===== config.mk =====
export PLATFORM = sky130hd
export DESIGN_NAME = nbns_name_query_responder_top_flat
export DESIGN_NICKNAME = d
export VERILOG_FILES = /design/src/nnqr_pkg.sv /design/src/nnqr_in_if.sv /design/src/nnqr_out_if.sv /design/src/nnqr_cfg_if.sv /design/src/nnqr_ram.sv /design/src/nnqr_parser.sv /design/src/nnqr_emitter.sv /design/src/nbns_name_query_responder_top.sv /design/src/flat_wrapper.sv
export VERILOG_INCLUDE_DIRS = /design/src /design/src/src
export SDC_FILE = /design/constraint.sdc
export NUM_CORES = 2
export LEC_CHECK = 0
export ABC_AREA = 1
export ABC_CLOCK_PERIOD_IN_PS = 3300
export BUFFER_PORTS_ARGS = -buffer_cell sky130_fd_sc_hd__buf_2
export CORE_UTILIZATION = 40
export CTS_CLUSTER_DIAMETER = 30
export CTS_CLUSTER_SIZE = 8
export DETAILED_ROUTE_END_ITERATION = 7
export GPL_ROUTABILITY_DRIVEN = 0
export SYNTH_ARGS = -nofsm -noshare
export SYNTH_HDL_FRONTEND = slang
export SYNTH_SLANG_ARGS = --single-unit

===== constraint.sdc =====
create_clock -name clk -period 3.3 [get_ports clk]
set_input_delay 0.66 -clock clk [delete_from_list [all_inputs] [get_ports clk]]
set_output_delay 0.66 -clock clk [all_outputs]
set_load 0.01 [all_outputs]

===== src/nbns_name_query_responder_top_assert.svh =====
// ----------------------------------------------------------------------------
// NBNS responder assertion macros
// Shorthand for the clocked checks written at the end of the top level.
// ----------------------------------------------------------------------------
`ifndef NBNS_NAME_QUERY_RESPONDER_TOP_ASSERT_SVH
`define NBNS_NAME_QUERY_RESPONDER_TOP_ASSERT_SVH

// Same-cycle implication on the block clock, disabled during reset.
`define NNQR_ASSERT_IMP(label, ante, cons, msg) \
  label: assert property (@(posedge clk) disable iff (!rst_n) (ante) |-> (cons)) \
    else $error(msg);

// Next-cycle implication on the block clock, disabled during reset.
`define NNQR_ASSERT_NXT(label, ante, cons, msg) \
  label: assert property (@(posedge clk) disable iff (!rst_n) (ante) |=> (cons)) \
    else $error(msg);

`endif


===== src/nnqr_pkg.sv =====
// ----------------------------------------------------------------------------
// NBNS responder package
// Shared types and constants of the name query responder.
// ----------------------------------------------------------------------------
`default_nettype none

package nnqr_pkg;

  // Message geometry.
  localparam int NAME_CHARS   = 16;
  localparam int QUESTION_LEN = 38;
  localparam int STORE_DEPTH  = 128;
  localparam int STORE_AW     = 7;

  // Parser phase codes.
  localparam logic [1:0] PH_HEADER   = 2'd0;
  localparam logic [1:0] PH_QUESTION = 2'd1;
  localparam logic [1:0] PH_IGNORE   = 2'd2;

  // Configuration register indexes.
  localparam logic [1:0] CFG_NAME_LO = 2'd0;
  localparam logic [1:0] CFG_NAME_HI = 2'd1;
  localparam logic [1:0] CFG_IPV4    = 2'd2;

  // Byte positions inside the header and a question.
  localparam logic [5:0] HDR_LAST_POS = 6'd11;
  localparam logic [5:0] Q_NAME_FIRST = 6'd1;
  localparam logic [5:0] Q_NAME_LAST  = 6'd32;
  localparam logic [5:0] Q_LAST_POS   = 6'd37;

  // Byte positions inside the answer.
  localparam logic [5:0] ANS_Q_FIRST  = 6'd12;
  localparam logic [5:0] ANS_Q_LAST   = 6'd49;
  localparam logic [5:0] ANS_LAST_POS = 6'd61;

  // Header flag bytes expected in a query.
  localparam logic [7:0] QUERY_FLAGS_B2 = 8'h01;
  localparam logic [7:0] QUERY_FLAGS_B3 = 8'h10;

  // Fixed answer fields.
  localparam logic [7:0]  ANS_FLAGS    = 8'h85;
  localparam logic [7:0]  ANS_COUNT_LO = 8'h01;
  localparam logic [31:0] ANS_TTL      = 32'h000493E0;
  localparam logic [7:0]  ANS_RDLENGTH = 8'd6;

  // Characters used by the name decoder.
  localparam logic [7:0] CHAR_A     = 8'h41;
  localparam logic [7:0] CHAR_Z     = 8'h5A;
  localparam logic [7:0] CHAR_SPACE = 8'h20;
  localparam logic [7:0] CASE_STEP  = 8'h20;

  // Answer request from the parser to the answer sequencer.
  typedef struct packed {
    logic        start;
    logic        bank;
    logic [15:0] xid;
    logic [31:0] rip;
    logic [15:0] rport;
  } ans_req_t;

  // Fold ASCII upper case letters to lower case.
  function automatic logic [7:0] fold_char(input logic [7:0] c);
    logic [7:0] r;
    r = c;
    if (c >= CHAR_A && c <= CHAR_Z) begin
      r = c + CASE_STEP;
    end
    return r;
  endfunction

endpackage

`default_nettype wire


===== src/nnqr_in_if.sv =====
// ----------------------------------------------------------------------------
// NBNS responder input channel
// Valid/ready channel that carries received datagram payload bytes.
// ----------------------------------------------------------------------------
`default_nettype none

interface nnqr_in_if;
  logic        valid;
  logic        ready;
  logic [7:0]  payload_byte;
  logic        end_of_datagram;
  logic [31:0] sender_ip;
  logic [15:0] sender_port;

  modport source (
    output valid, payload_byte, end_of_datagram, sender_ip, sender_port,
    input  ready
  );
  modport sink (
    input  valid, payload_byte, end_of_datagram, sender_ip, sender_port,
    output ready
  );
endinterface

`default_nettype wire


===== src/nnqr_out_if.sv =====
// ----------------------------------------------------------------------------
// NBNS responder result channel
// Valid/ready channel that carries the bytes of answer datagrams.
// ----------------------------------------------------------------------------
`default_nettype none

interface nnqr_out_if;
  logic        valid;
  logic        ready;
  logic [7:0]  answer_byte;
  logic        answer_last;
  logic [31:0] reply_ip;
  logic [15:0] reply_port;

  modport source (
    output valid, answer_byte, answer_last, reply_ip, reply_port,
    input  ready
  );
  modport sink (
    input  valid, answer_byte, answer_last, reply_ip, reply_port,
    output ready
  );
endinterface

`default_nettype wire


===== src/nnqr_cfg_if.sv =====
// ----------------------------------------------------------------------------
// NBNS responder configuration channel
// Valid/ready write channel carrying a register index and write data.
// ----------------------------------------------------------------------------
`default_nettype none

interface nnqr_cfg_if;
  logic        valid;
  logic        ready;
  logic [1:0]  index;
  logic [63:0] data;

  modport source (output valid, index, data, input ready);
  modport sink (input valid, index, data, output ready);
endinterface

`default_nettype wire


===== src/nnqr_ram.sv =====
// ----------------------------------------------------------------------------
// NBNS responder RAM
// Generic simple dual-port RAM with one write port and a registered read.
// ----------------------------------------------------------------------------
`default_nettype none

module nnqr_ram #(
  parameter int WIDTH = 8,
  parameter int DEPTH = 128
) (
  input  logic                     clk,
  input  logic                     wr_en,
  input  logic [$clog2(DEPTH)-1:0] wr_addr,
  input  logic [WIDTH-1:0]         wr_data,
  input  logic                     rd_en,
  input  logic [$clog2(DEPTH)-1:0] rd_addr,
  output logic [WIDTH-1:0]         rd_data
);

  logic [WIDTH-1:0] mem [DEPTH];
  logic [WIDTH-1:0] rd_data_r;

  // Write port and registered read port.
  always_ff @(posedge clk) begin
    if (wr_en) begin
      mem[wr_addr] <= wr_data;
    end
    if (rd_en) begin
      rd_data_r <= mem[rd_addr];
    end
  end

  assign rd_data = rd_data_r;

endmodule

`default_nettype wire


===== src/nnqr_parser.sv =====
// ----------------------------------------------------------------------------
// NBNS responder parser
// Walks the header and questions, stores question bytes and matches names.
// ----------------------------------------------------------------------------
`default_nettype none

module nnqr_parser import nnqr_pkg::*; (
  input  logic                clk,
  input  logic                rst_n,
  nnqr_in_if.sink             in_chan,
  input  logic [127:0]        host_name,
  input  logic                emit_busy,
  output ans_req_t            ans_req,
  output logic                st_wr_en,
  output logic [STORE_AW-1:0] st_wr_addr,
  output logic [7:0]          st_wr_data
);

  logic [1:0]  phase_r, phase_nxt;
  logic [5:0]  pos_r, pos_nxt;
  logic [15:0] xid_r, xid_nxt;
  logic [15:0] qleft_r, qleft_nxt;
  logic [7:0]  hi_r, hi_nxt;
  logic        eq_r, eq_nxt;
  logic        term_r, term_nxt;
  logic        bank_r, bank_nxt;

  logic        accept;
  logic [7:0]  b;
  logic [7:0]  hi_off;
  logic [7:0]  dec_raw;
  logic [7:0]  dec_chr;
  logic [4:0]  char_pos;
  logic [3:0]  ci;
  logic [7:0]  host_chr;
  logic [7:0]  x_fold;
  logic [7:0]  y_fold;

  // Intake stalls only when a matching question would finish while the
  // sequencer still holds the previous answer.
  assign in_chan.ready = !(phase_r == PH_QUESTION && pos_r == Q_LAST_POS && eq_r
                           && emit_busy);
  assign accept = in_chan.valid && in_chan.ready;
  assign b      = in_chan.payload_byte;

  // Half-ASCII decode of the current pair and host name lookup.
  assign hi_off   = hi_r - CHAR_A;
  assign dec_raw  = {hi_off[3:0], 4'h0} + b - CHAR_A;
  assign dec_chr  = (dec_raw == CHAR_SPACE) ? 8'h00 : dec_raw;
  assign char_pos = pos_r[5:1] - 5'd1;
  assign ci       = char_pos[3:0];
  assign host_chr = host_name[{ci, 3'b000} +: 8];
  assign x_fold   = fold_char(dec_chr);
  assign y_fold   = fold_char(host_chr);

  // Question bytes go into the bank that is not being answered.
  assign st_wr_en   = accept && phase_r == PH_QUESTION;
  assign st_wr_addr = {bank_r, pos_r};
  assign st_wr_data = b;

  // Next-state logic of the parser.
  always_comb begin
    phase_nxt = phase_r;
    pos_nxt   = pos_r;
    xid_nxt   = xid_r;
    qleft_nxt = qleft_r;
    hi_nxt    = hi_r;
    eq_nxt    = eq_r;
    term_nxt  = term_r;
    bank_nxt  = bank_r;
    ans_req   = '0;
    if (accept) begin
      case (phase_r)
        PH_HEADER: begin
          case (pos_r)
            6'd0: xid_nxt[7:0] = b;
            6'd1: xid_nxt[15:8] = b;
            6'd2: if (b != QUERY_FLAGS_B2) phase_nxt = PH_IGNORE;
            6'd3: if (b != QUERY_FLAGS_B3) phase_nxt = PH_IGNORE;
            6'd4: qleft_nxt = {b, 8'h00};
            6'd5: qleft_nxt = {qleft_r[15:8], b};
            default: ;
          endcase
          if (phase_nxt == PH_HEADER) begin
            if (pos_r >= HDR_LAST_POS) begin
              if (qleft_nxt == 16'd0) begin
                phase_nxt = PH_IGNORE;
              end else begin
                phase_nxt = PH_QUESTION;
                pos_nxt   = '0;
                hi_nxt    = '0;
                eq_nxt    = 1'b1;
                term_nxt  = 1'b0;
              end
            end else begin
              pos_nxt = pos_r + 6'd1;
            end
          end
        end
        PH_QUESTION: begin
          // Name pairs: odd positions hold the high half, even ones complete.
          if (pos_r >= Q_NAME_FIRST && pos_r <= Q_NAME_LAST) begin
            if (pos_r[0]) begin
              hi_nxt = b;
            end else if (eq_r && !term_r) begin
              if (x_fold != y_fold) begin
                eq_nxt = 1'b0;
              end else if (x_fold == 8'h00) begin
                term_nxt = 1'b1;
              end
            end
          end
          if (pos_r == Q_LAST_POS) begin
            if (eq_r) begin
              ans_req.start = 1'b1;
              ans_req.bank  = bank_r;
              ans_req.xid   = xid_r;
              ans_req.rip   = in_chan.sender_ip;
              ans_req.rport = in_chan.sender_port;
              bank_nxt      = !bank_r;
            end
            qleft_nxt = qleft_r - 16'd1;
            if (qleft_nxt == 16'd0) begin
              phase_nxt = PH_IGNORE;
            end
            pos_nxt  = '0;
            hi_nxt   = '0;
            eq_nxt   = 1'b1;
            term_nxt = 1'b0;
          end else begin
            pos_nxt = pos_r + 6'd1;
          end
        end
        default: ;
      endcase
      // The datagram end always returns the parser to the header.
      if (in_chan.end_of_datagram) begin
        phase_nxt = PH_HEADER;
        pos_nxt   = '0;
        hi_nxt    = '0;
        eq_nxt    = 1'b1;
        term_nxt  = 1'b0;
      end
    end
  end

  // Parser registers.
  always_ff @(posedge clk) begin
    if (!rst_n) begin
      phase_r <= PH_HEADER;
      pos_r   <= '0;
      xid_r   <= '0;
      qleft_r <= '0;
      hi_r    <= '0;
      eq_r    <= 1'b1;
      term_r  <= 1'b0;
      bank_r  <= 1'b0;
    end else begin
      phase_r <= phase_nxt;
      pos_r   <= pos_nxt;
      xid_r   <= xid_nxt;
      qleft_r <= qleft_nxt;
      hi_r    <= hi_nxt;
      eq_r    <= eq_nxt;
      term_r  <= term_nxt;
      bank_r  <= bank_nxt;
    end
  end

endmodule

`default_nettype wire


===== src/nnqr_emitter.sv =====
// ----------------------------------------------------------------------------
// NBNS responder answer sequencer
// Streams the 62-byte answer, reading the copied question from the store.
// ----------------------------------------------------------------------------
`default_nettype none

module nnqr_emitter import nnqr_pkg::*; (
  input  logic                clk,
  input  logic                rst_n,
  input  ans_req_t            ans_req,
  input  logic [31:0]         host_ipv4,
  output logic                emit_busy,
  output logic                st_rd_en,
  output logic [STORE_AW-1:0] st_rd_addr,
  input  logic [7:0]          st_rd_data,
  nnqr_out_if.source          out_chan
);

  logic        active_r;
  logic [5:0]  k_r;
  logic        bank_r;
  logic [15:0] xid_r;
  logic [31:0] rip_r;
  logic [15:0] rport_r;
  logic        s2_valid_r;
  logic [5:0]  s2_k_r;
  logic        out_valid_r;
  logic [7:0]  out_byte_r;
  logic        out_last_r;
  logic [31:0] out_ip_r;
  logic [15:0] out_port_r;

  logic        adv;
  logic [5:0]  q_off;
  logic [7:0]  byte_sel;

  // The whole pipeline moves when the output register is free or drained.
  assign adv       = !out_valid_r || out_chan.ready;
  assign emit_busy = active_r || s2_valid_r;

  // Store read for the copied question section.
  assign q_off      = k_r - ANS_Q_FIRST;
  assign st_rd_en   = adv;
  assign st_rd_addr = {bank_r, q_off};

  // Answer byte for the position in the second stage.
  always_comb begin
    case (s2_k_r) inside
      [ANS_Q_FIRST:ANS_Q_LAST]: byte_sel = st_rd_data;
      6'd0:    byte_sel = xid_r[7:0];
      6'd1:    byte_sel = xid_r[15:8];
      6'd2:    byte_sel = ANS_FLAGS;
      6'd7:    byte_sel = ANS_COUNT_LO;
      6'd50:   byte_sel = ANS_TTL[31:24];
      6'd51:   byte_sel = ANS_TTL[23:16];
      6'd52:   byte_sel = ANS_TTL[15:8];
      6'd53:   byte_sel = ANS_TTL[7:0];
      6'd55:   byte_sel = ANS_RDLENGTH;
      6'd58:   byte_sel = host_ipv4[31:24];
      6'd59:   byte_sel = host_ipv4[23:16];
      6'd60:   byte_sel = host_ipv4[15:8];
      6'd61:   byte_sel = host_ipv4[7:0];
      default: byte_sel = 8'h00;
    endcase
  end

  // Control: sequencer activity and stage valid flags.
  always_ff @(posedge clk) begin
    if (!rst_n) begin
      active_r    <= 1'b0;
      s2_valid_r  <= 1'b0;
      out_valid_r <= 1'b0;
    end else begin
      if (adv) begin
        s2_valid_r  <= active_r;
        out_valid_r <= s2_valid_r;
        if (active_r && k_r == ANS_LAST_POS) begin
          active_r <= 1'b0;
        end
      end
      if (ans_req.start) begin
        active_r <= 1'b1;
      end
    end
  end

  // Datapath: position counter, request snapshot and output register.
  always_ff @(posedge clk) begin
    if (adv) begin
      s2_k_r     <= k_r;
      out_byte_r <= byte_sel;
      out_last_r <= (s2_k_r == ANS_LAST_POS);
      out_ip_r   <= rip_r;
      out_port_r <= rport_r;
      if (active_r) begin
        k_r <= k_r + 6'd1;
      end
    end
    if (ans_req.start) begin
      k_r     <= '0;
      bank_r  <= ans_req.bank;
      xid_r   <= ans_req.xid;
      rip_r   <= ans_req.rip;
      rport_r <= ans_req.rport;
    end
  end

  assign out_chan.valid       = out_valid_r;
  assign out_chan.answer_byte = out_byte_r;
  assign out_chan.answer_last = out_last_r;
  assign out_chan.reply_ip    = out_ip_r;
  assign out_chan.reply_port  = out_port_r;

endmodule

`default_nettype wire


===== src/nbns_name_query_responder_top.sv =====
// ----------------------------------------------------------------------------
// NBNS name query responder
// Parses NetBIOS name queries byte by byte and emits matching answers.
// ----------------------------------------------------------------------------
// The block takes one payload byte per cycle unless the input stalls. Every
// question is written into 38 bytes of one of two 64-byte banks of a
// question store RAM. A question whose name matches the configured host name
// launches a 62-byte answer. A single sequencer streams it out of that bank at
// one byte per cycle while the result side takes bytes, and the next question
// goes into the other bank. The first answer byte is offered once the request
// has passed the position register, second stage and output register. The
// sequencer is busy until the last byte enters the output register. The input
// stalls only on the last byte of a matching question while the previous
// answer is still being sequenced, as when such questions follow each other.
// The store needs no clearing pass after reset. Configuration must be written
// while the block is idle; the block itself does not enforce this.
`default_nettype none

`include "nbns_name_query_responder_top_assert.svh"

module nbns_name_query_responder_top import nnqr_pkg::*; (
  input  logic       clk,
  input  logic       rst_n,
  nnqr_in_if.sink    in_chan,
  nnqr_out_if.source out_chan,
  nnqr_cfg_if.sink   cfg_chan
);

  logic [63:0]         name_lo_r;
  logic [63:0]         name_hi_r;
  logic [31:0]         ipv4_r;

  ans_req_t            ans_req;
  logic                emit_busy;
  logic                st_wr_en;
  logic [STORE_AW-1:0] st_wr_addr;
  logic [7:0]          st_wr_data;
  logic                st_rd_en;
  logic [STORE_AW-1:0] st_rd_addr;
  logic [7:0]          st_rd_data;

  // Configuration registers; every write transaction is taken at once.
  assign cfg_chan.ready = 1'b1;

  always_ff @(posedge clk) begin
    if (!rst_n) begin
      name_lo_r <= '0;
      name_hi_r <= '0;
      ipv4_r    <= '0;
    end else if (cfg_chan.valid) begin
      case (cfg_chan.index)
        CFG_NAME_LO: name_lo_r <= cfg_chan.data;
        CFG_NAME_HI: name_hi_r <= cfg_chan.data;
        CFG_IPV4:    ipv4_r    <= cfg_chan.data[31:0];
        default: ;
      endcase
    end
  end

  // Header and question parser.
  nnqr_parser u_parser (
    .clk        (clk),
    .rst_n      (rst_n),
    .in_chan    (in_chan),
    .host_name  ({name_hi_r, name_lo_r}),
    .emit_busy  (emit_busy),
    .ans_req    (ans_req),
    .st_wr_en   (st_wr_en),
    .st_wr_addr (st_wr_addr),
    .st_wr_data (st_wr_data)
  );

  // Two-bank question store.
  nnqr_ram #(
    .WIDTH (8),
    .DEPTH (STORE_DEPTH)
  ) u_store (
    .clk     (clk),
    .wr_en   (st_wr_en),
    .wr_addr (st_wr_addr),
    .wr_data (st_wr_data),
    .rd_en   (st_rd_en),
    .rd_addr (st_rd_addr),
    .rd_data (st_rd_data)
  );

  // Answer sequencer.
  nnqr_emitter u_emitter (
    .clk        (clk),
    .rst_n      (rst_n),
    .ans_req    (ans_req),
    .host_ipv4  (ipv4_r),
    .emit_busy  (emit_busy),
    .st_rd_en   (st_rd_en),
    .st_rd_addr (st_rd_addr),
    .st_rd_data (st_rd_data),
    .out_chan   (out_chan)
  );

  // Checks on the parser to sequencer hand-off.
  `NNQR_ASSERT_IMP(a_start_when_idle, ans_req.start, !emit_busy, "answer started while busy")
  `NNQR_ASSERT_NXT(a_busy_after_start, ans_req.start, emit_busy, "sequencer idle after start")
  `NNQR_ASSERT_IMP(a_stall_only_busy, !in_chan.ready, emit_busy, "input stalled while idle")

endmodule

`default_nettype wire

===== src/flat_wrapper.sv =====
// flat-port wrapper written by rule: the top's interface ports become plain ports
module nbns_name_query_responder_top_flat import nnqr_pkg::*;
  (clk, rst_n, in_chan_valid, in_chan_payload_byte, in_chan_end_of_datagram, in_chan_sender_ip, in_chan_sender_port, in_chan_ready, out_chan_valid, out_chan_answer_byte, out_chan_answer_last, out_chan_reply_ip, out_chan_reply_port, out_chan_ready, cfg_chan_valid, cfg_chan_index, cfg_chan_data, cfg_chan_ready);
  nnqr_in_if in_chan_i ();
  nnqr_out_if out_chan_i ();
  nnqr_cfg_if cfg_chan_i ();
  input  logic clk;
  input  logic rst_n;
  input wire logic [$bits(in_chan_i.valid)-1:0] in_chan_valid;
  input wire logic [$bits(in_chan_i.payload_byte)-1:0] in_chan_payload_byte;
  input wire logic [$bits(in_chan_i.end_of_datagram)-1:0] in_chan_end_of_datagram;
  input wire logic [$bits(in_chan_i.sender_ip)-1:0] in_chan_sender_ip;
  input wire logic [$bits(in_chan_i.sender_port)-1:0] in_chan_sender_port;
  output wire logic [$bits(in_chan_i.ready)-1:0] in_chan_ready;
  output wire logic [$bits(out_chan_i.valid)-1:0] out_chan_valid;
  output wire logic [$bits(out_chan_i.answer_byte)-1:0] out_chan_answer_byte;
  output wire logic [$bits(out_chan_i.answer_last)-1:0] out_chan_answer_last;
  output wire logic [$bits(out_chan_i.reply_ip)-1:0] out_chan_reply_ip;
  output wire logic [$bits(out_chan_i.reply_port)-1:0] out_chan_reply_port;
  input wire logic [$bits(out_chan_i.ready)-1:0] out_chan_ready;
  input wire logic [$bits(cfg_chan_i.valid)-1:0] cfg_chan_valid;
  input wire logic [$bits(cfg_chan_i.index)-1:0] cfg_chan_index;
  input wire logic [$bits(cfg_chan_i.data)-1:0] cfg_chan_data;
  output wire logic [$bits(cfg_chan_i.ready)-1:0] cfg_chan_ready;
  assign in_chan_i.valid = in_chan_valid;
  assign in_chan_i.payload_byte = in_chan_payload_byte;
  assign in_chan_i.end_of_datagram = in_chan_end_of_datagram;
  assign in_chan_i.sender_ip = in_chan_sender_ip;
  assign in_chan_i.sender_port = in_chan_sender_port;
  assign in_chan_ready = in_chan_i.ready;
  assign out_chan_valid = out_chan_i.valid;
  assign out_chan_answer_byte = out_chan_i.answer_byte;
  assign out_chan_answer_last = out_chan_i.answer_last;
  assign out_chan_reply_ip = out_chan_i.reply_ip;
  assign out_chan_reply_port = out_chan_i.reply_port;
  assign out_chan_i.ready = out_chan_ready;
  assign cfg_chan_i.valid = cfg_chan_valid;
  assign cfg_chan_i.index = cfg_chan_index;
  assign cfg_chan_i.data = cfg_chan_data;
  assign cfg_chan_ready = cfg_chan_i.ready;
  nbns_name_query_responder_top u_core (.clk(clk), .rst_n(rst_n), .in_chan(in_chan_i), .out_chan(out_chan_i), .cfg_chan(cfg_chan_i));
endmodule

Word level (Yosys, flattened, before mapping)
Memory sizes are Yosys's and may differ from the RTL's. A register that Yosys moved wholly into a read port is not among the register bits.
Index checks and enable logic that the tools add are counted.
W data, S select, Z words.
{"block": "word_totals", "out_inout_bits": 60, "word_cells": 207, "input_bits": 128, "ramBits": 1024, "memories": 1, "register_bits": 344}
{"memory": "u_core.u_store.mem", "depth": 128, "word_bits": 8, "read_ports": 1, "rd_ports_with_merged_regs": 1, "wr": 1, "line_no": "nnqr_ram.sv:20", "text": "logic [WIDTH-1:0] mem [DEPTH];"}
{"block": "classes", "reduce_logical": 43, "addsub": 10, "n_shift": 1, "magnitude_cmp": 9, "n_mux": 78, "eq_ne": 40}
{"cell": "$mux W66", "n": 4}
{"cell": "$mux W8", "n": 17}
{"cell": "$shiftx A128 B8 Y8", "n": 1}
{"cell": "$eq A6 B6 Y1 const B", "n": 11}
{"cell": "$pmux W16 S2", "n": 2}
{"cell": "$mux W16", "n": 3}
{"cell": "$logic_not A16 Y1", "n": 2}
{"cell": "$mux W6", "n": 5}
{"cell": "$mux W4", "n": 7}
{"cell": "$mux W1", "n": 24}
{"cell": "$mux W2", "n": 10}
{"cell": "$eq A6 B2 Y1 const B", "n": 3}
{"cell": "$eq A6 B3 Y1 const B", "n": 3}
{"cell": "$add A8 B6 Y8 const B", "n": 2}
{"cell": "$ge A8 B7 Y1 const B", "n": 2}
{"cell": "$le A8 B7 Y1 const B", "n": 2}
{"cell": "$ne A4 B2 Y1 const B", "n": 4}
{"cell": "$sub A16 B1 Y16 const B", "n": 1}
{"cell": "$add A6 B1 Y6 const B", "n": 2}
{"cell": "$eq A6 B1 Y1 const B", "n": 2}
{"cell": "$ge A6 B4 Y1 const B", "n": 2}
{"cell": "$le A6 B6 Y1 const B", "n": 2}
{"cell": "$logic_not A6 Y1", "n": 2}
{"cell": "$pmux W6 S2", "n": 1}
{"cell": "32 further kinds", "n": 67}

Logic depth before layout (Yosys ltp)
{"block": "depth", "depth_word": 17, "depth_mapped": 27, "depth_no_buf": 27}

By module
From an unflattened synthesis, not the netlist that was laid out.
{"block": "hier_totals", "cells_unflattened": 6023, "area_unflattened_um2": 59841.1}
{"mod": "nnqr_ram", "instances": 1, "cells_per_inst": 3575, "area_each_um2": 42184.2, "seq_area_each_um2": 30989.7}
{"mod": "nbns_name_query_responder_top", "instances": 1, "cells_per_inst": 1033, "area_each_um2": 6723.9, "seq_area_each_um2": 3203.1}
{"mod": "nnqr_parser", "instances": 1, "cells_per_inst": 1077, "area_each_um2": 5870.6, "seq_area_each_um2": 940.9}
{"mod": "nnqr_emitter", "instances": 1, "cells_per_inst": 338, "area_each_um2": 5062.4, "seq_area_each_um2": 4023.9}

Worst setup path before layout
No wires, ideal clock.
{"block": "synth_timing", "path_type": "register to register", "start": "register u_core.u_parser.pos_r[1]", "end": "register u_core.u_emitter.bank_r, enable pin", "required_ns": 2.880, "arrival_ns": 3.147, "stages_incl_launch_ff": 12, "period_less_slack_ns": 3.567, "slack_ns": -0.267, "path_buffers": 3, "setup_ns": 0.420, "cell_sequence": "dfxtp_1 > buf_2 > inv_2 > buf_6 > buf_2 > ha_1 > nand2_1 > nor3_2 > inv_2 > nor2_1 > nand3_1 > inv_1"}
{"element": "start: declaration", "line_no": "nnqr_parser.sv:20", "text": "logic [5:0] pos_r, pos_nxt;"}
{"element": "start signal: assignment", "line_no": "nnqr_parser.sv:160", "text": "pos_r <= pos_nxt;"}
{"element": "end signal: assignment", "line_no": "nnqr_emitter.sv:101", "text": "bank_r <= ans_req.bank;"}
{"element": "end: declaration", "line_no": "nnqr_emitter.sv:21", "text": "logic bank_r;"}

Final worst setup path
{"block": "layout_timing", "start": "register u_core.u_parser.hi_r[1]", "end": "register u_core.u_parser.term_r"}
{"block": "layout_between", "elab_chain_len": 11}
{"element": "start: declaration", "line_no": "nnqr_parser.sv:23", "text": "logic [7:0] hi_r, hi_nxt;"}
{"element": "start signal: assignment", "line_no": "nnqr_parser.sv:163", "text": "hi_r <= hi_nxt;"}
{"element": "$sub A4 B1 Y4 (*)", "line_no": "nnqr_parser.sv:47", "text": "assign hi_off = hi_r - CHAR_A;"}
{"element": "$add A8 B8 Y8 (*)", "line_no": "nnqr_parser.sv:48", "text": "assign dec_raw = {hi_off[3:0], 4'h0} + b - CHAR_A;"}
{"element": "$sub A8 B7 Y8 (*)", "line_no": "nnqr_parser.sv:48"}
{"element": "$eq A8 B6 Y1", "line_no": "nnqr_parser.sv:49", "text": "assign dec_chr = (dec_raw == CHAR_SPACE) ? 8'h00 : dec_raw;"}
{"element": "$mux W8 (*)", "line_no": "nnqr_parser.sv:49"}
{"element": "$ge A8 B7 Y1 / $le A8 B7 Y1 (equally long branches)", "line_no": "nnqr_pkg.sv:65", "text": "if (c >= CHAR_A && c <= CHAR_Z) begin"}
{"element": "$logic_and A1 B1 Y1", "line_no": "nnqr_pkg.sv:65"}
{"element": "$mux W8 (*)", "line_no": "nnqr_pkg.sv:65"}
{"element": "$ne A8 B8 Y1 / $logic_not A8 Y1 (equally long branches)", "line_no": "nnqr_parser.sv:106, nnqr_parser.sv:108"}
{"element": "$ne A4 B4 Y1 (no line) / $ne A4 B2 Y1 (equally long branches)"}
{"element": "$reduce_and A10 Y1 (no line) (*)"}
{"element": "end signal: assignment", "line_no": "nnqr_parser.sv:165", "text": "term_r <= term_nxt;"}
{"element": "end: declaration", "line_no": "nnqr_parser.sv:25", "text": "logic term_r, term_nxt;"}
Every way passes the cells marked *; elsewhere a longest branch is shown, timed or not.
A chain may end at the register's enable or synchronous reset.

==> results by group <==
Placement
  • Dpl hpwl: 100000 microns
  • Placed Instance Area: 61400 sq um
  • Pre-CTS setup slack: -183 ps
  • Port bufs: 186

Floorplan
  • Initial Util: 40.5%
  • Core Box Area: 140000 sq um
  • Die ar.: 143000 sq um
  • Cell row count: 137
  • Die height: 379 microns
  • IO Pins: 188
  • Die width: 379 microns

Flow run
  • Number of max-cap violations: 0

Finish
  • Filler cells: 12066
  • Ratio of cells with drive above 1 in the final layout: 17.2%
  • Synth-to-Final Area Change: 26.3%
  • Fin area: 71600 sq um
  • Area of the multi-input gates: 15300 sq um
  • Nets: 5787
  • Antenna cells: 0
  • FF/Latch Area: 39200 sq um

Yosys
  • Share of the synthesized area in the top cell type: 61.4%
  • Cell count after synthesis: 5152
  • Post-synthesis sequential area ratio: 69.0%
  • Syn Nets: 5313
  • Cell area after synthesis: 56700 sq um
  • Ranking of synthesized cells by area: edfxtp_1, nor2_1, o21ai_0
  • Yosys top cell by area: edfxtp_1
  • Synth warnings: 0
  • Post-synth top cells: nor2_1, edfxtp_1, o21ai_0
  • Yosys reg bits: 1376
  • Post-synth EDFFs: 1160
  • Syn_area_per_cell: 11.0 sq um
  • Count of cell types in the netlist: 54
  • Post-synth ARST share: 0%
  • Synth Flop Type: edfxtp_1
  • Count leader, synth: nor2_1

Global route
  • Number of global-route vias before repair: 40595
  • Gr ovfl total: 0
  • First-pass GRT wire length: 249000 microns
  • GRT Resource Usage Total: 23.0%
  • Antenna violations before repair: 7
  • M1 GR Usage: 31.1%
  • Largest net degree at the start of global routing: 139
  • M3 GR Usage: 5.00%
  • Gr busiest metal: met2
  • Grt met2 use: 35.8%

CTS
  • CTS Buf Count: 304
  • Clock sink count: 1376
  • Root Buffer: clkbuf_16
  • Clk pin slew, worst setup/hold paths: 40 ps
  • TritonCTS clock tree: built
  • Worst-skew pair later-pin latency: 880 ps
  • Max Buffers Root-to-Sink: 4
  • H-Tree Depth: 5

Setup path
  • Cell mode on critical path: inv_1
  • CP Class: reg2reg
  • Worst Setup End Kind: flop
  • CP Data Required Time: 4020 ps
  • Crit path buffers/inverters: 5
  • Crit-path max FO: 3
  • CP startpoint kind: flop
  • Max incr delay on CP: 340 ps
  • Crit path max-delay cell type: ha_1
  • CP Data Arrival Time: 3880 ps
  • Cell family with most CP delay: simple AND/OR/NAND/NOR gates

Route
  • Total wire length: 166000 microns
  • DR WL/cell: 21.5 microns
  • Initial DRT Pass Iterations: 6
  • Via density: 5.44
  • Final ANT Viol Nets: 0
  • DRT iter0 DRCs: 4048
  • DR vias: 41958
  • DRC violations left: 0

Hold path
  • Hold Crit Class: in2reg

Timing
  • Final setup vio count: 0
  • Worst setup margin: 148 ps
  • Rel. slew slack: 27.1%
  • Final setup skew: 58.1 ps
  • Least-Margin Pin Slew: 1090 ps
  • Hold Vio Cnt, Final: 0
  • Max-slew violation count: 0
  • Min Tclk post-route: 3150 ps
  • Fmax: 0.317 GHz
  • Final period util: 95.5%

Status
  • Status: finished clean

Power and ir drop
  • PwrDens: 733 nW/um^2
  • Maximum vdd drop: 0.000460 V
  • P_leak: 25.4 nW
  • Power, Total: 52.5 mW
==> cell usage in the layout (no fill, tap or decap), types with 9 or more instances in the layout <==
master	n
o22ai_1	260
xor2_1	16
buf_4	277
inv_2	12
clkinvlp_4	17
buf_2	177
nor2_1	1180
buf_12	35
bufinv_16	45
clkinv_2	43
edfxtp_1	1160
a31oi_1	15
nand3_1	139
o21ai_0	875
clkinv_1	44
nand2_2	13
o221ai_1	53
clkinv_4	9
o211ai_1	10
dfxtp_1	210
a21oi_1	129
clkbuf_16	312
inv_1	274
ha_1	27
clkbuf_1	43
nand2_1	316
nor3_1	11
nand4_1	19
==> cell type report <==
type	instances	area share [%]
well taps	1876	3.28
clock inverters	157	2.74
multi-input cells	3156	21.3
inverters	296	1.58
repair buffers	492	5.16
flip-flops and latches	1376	54.7
clock buffers	363	11.3
==> worst min-delay path: cells and delay by family <==
family | cells | cell delay [ps]
simple gates | 2 | 120
buf+inv | 1 | 80
==> cell families (layout without fill, tap and decap cells) <==
kind of cell	Yosys count	count (layout)	share of synthesized area, %
xor+xnor	25	25	0.432
simple gates	1715	1715	12.1
flops	1376	1376	69.0
other cells	1	1	0.00661
fa+ha+maj	33	33	0.741
compound gates	1382	1382	13.4
buf+inv	620	1308	4.29
==> sequential cells by signal, summed over array words and instances (netlist names), 8 cells and up <==
register	count
u_core.u_parser.qleft_r	16
u_core.u_emitter.xid_r	16
u_core.u_store.rd_data	8
u_core.u_emitter.rip_r	32
u_core.u_emitter.out_chan.reply_ip	32
u_core.name_lo_r	64
u_core.name_hi_r	64
u_core.u_emitter.out_chan.answer_byte	8
u_core.u_parser.xid_r	16
u_core.u_emitter.out_chan.reply_port	16
u_core.u_emitter.rport_r	16
u_core.u_store.mem	1024
u_core.ipv4_r	32
==> path summary, 6_finish.rpt <==
check / from / end / slack [ps] / cells past startpoint
hold / removal: cfg_chan_data[60] / u_core.name_hi_r[60] / 50 / 3
hold reg to reg: u_core.u_emitter.rip_r[5] / u_core.u_emitter.out_chan.reply_ip[5] / 410 / 0
setup / recovery: u_core.u_parser.hi_r[1] / u_core.u_parser.term_r / 150 / 25
setup reg to reg: u_core.u_parser.hi_r[1] / u_core.u_parser.term_r / 150 / 25
==> layer usage <==
metal  share of wire, %  vias to the layer above
met5              0.023                        -
met4                3.3                        6
met3                8.6                      341
met2                 46                     1859
met1                 42                    20383
li1                   -                    19369
==> metrics by stage <==
step	utilization [%]	instances	hold slack, ps	TNS [ps]
finish	51.2	7716	49.8	0
global route	51.2	7716	23.2	-29.7
CTS	51.1	7711	3.20	0
detailed placement	43.9	7189	405	-297
global placement	43.9	7189	400	-329
floorplan	-	5152	400	0
==> power by group <==
part           internal (mW)  total [mW]  switching [mW]
Combinational           1.18        3.70            2.53
Sequential              19.0        19.1           0.101
Clock                   20.7        29.7            9.01
Total                   40.9        52.5            11.6
==> timing repair <==
action | CTS | global route
setup buffers | 0 | 5
hold endpoints to repair | 2 | 0
gates resized for setup | 0 | 26
setup endpoints to repair | 0 | 2
hold buffers | 2 | 0
No activity file was read; power rests on OpenSTA's default activity.
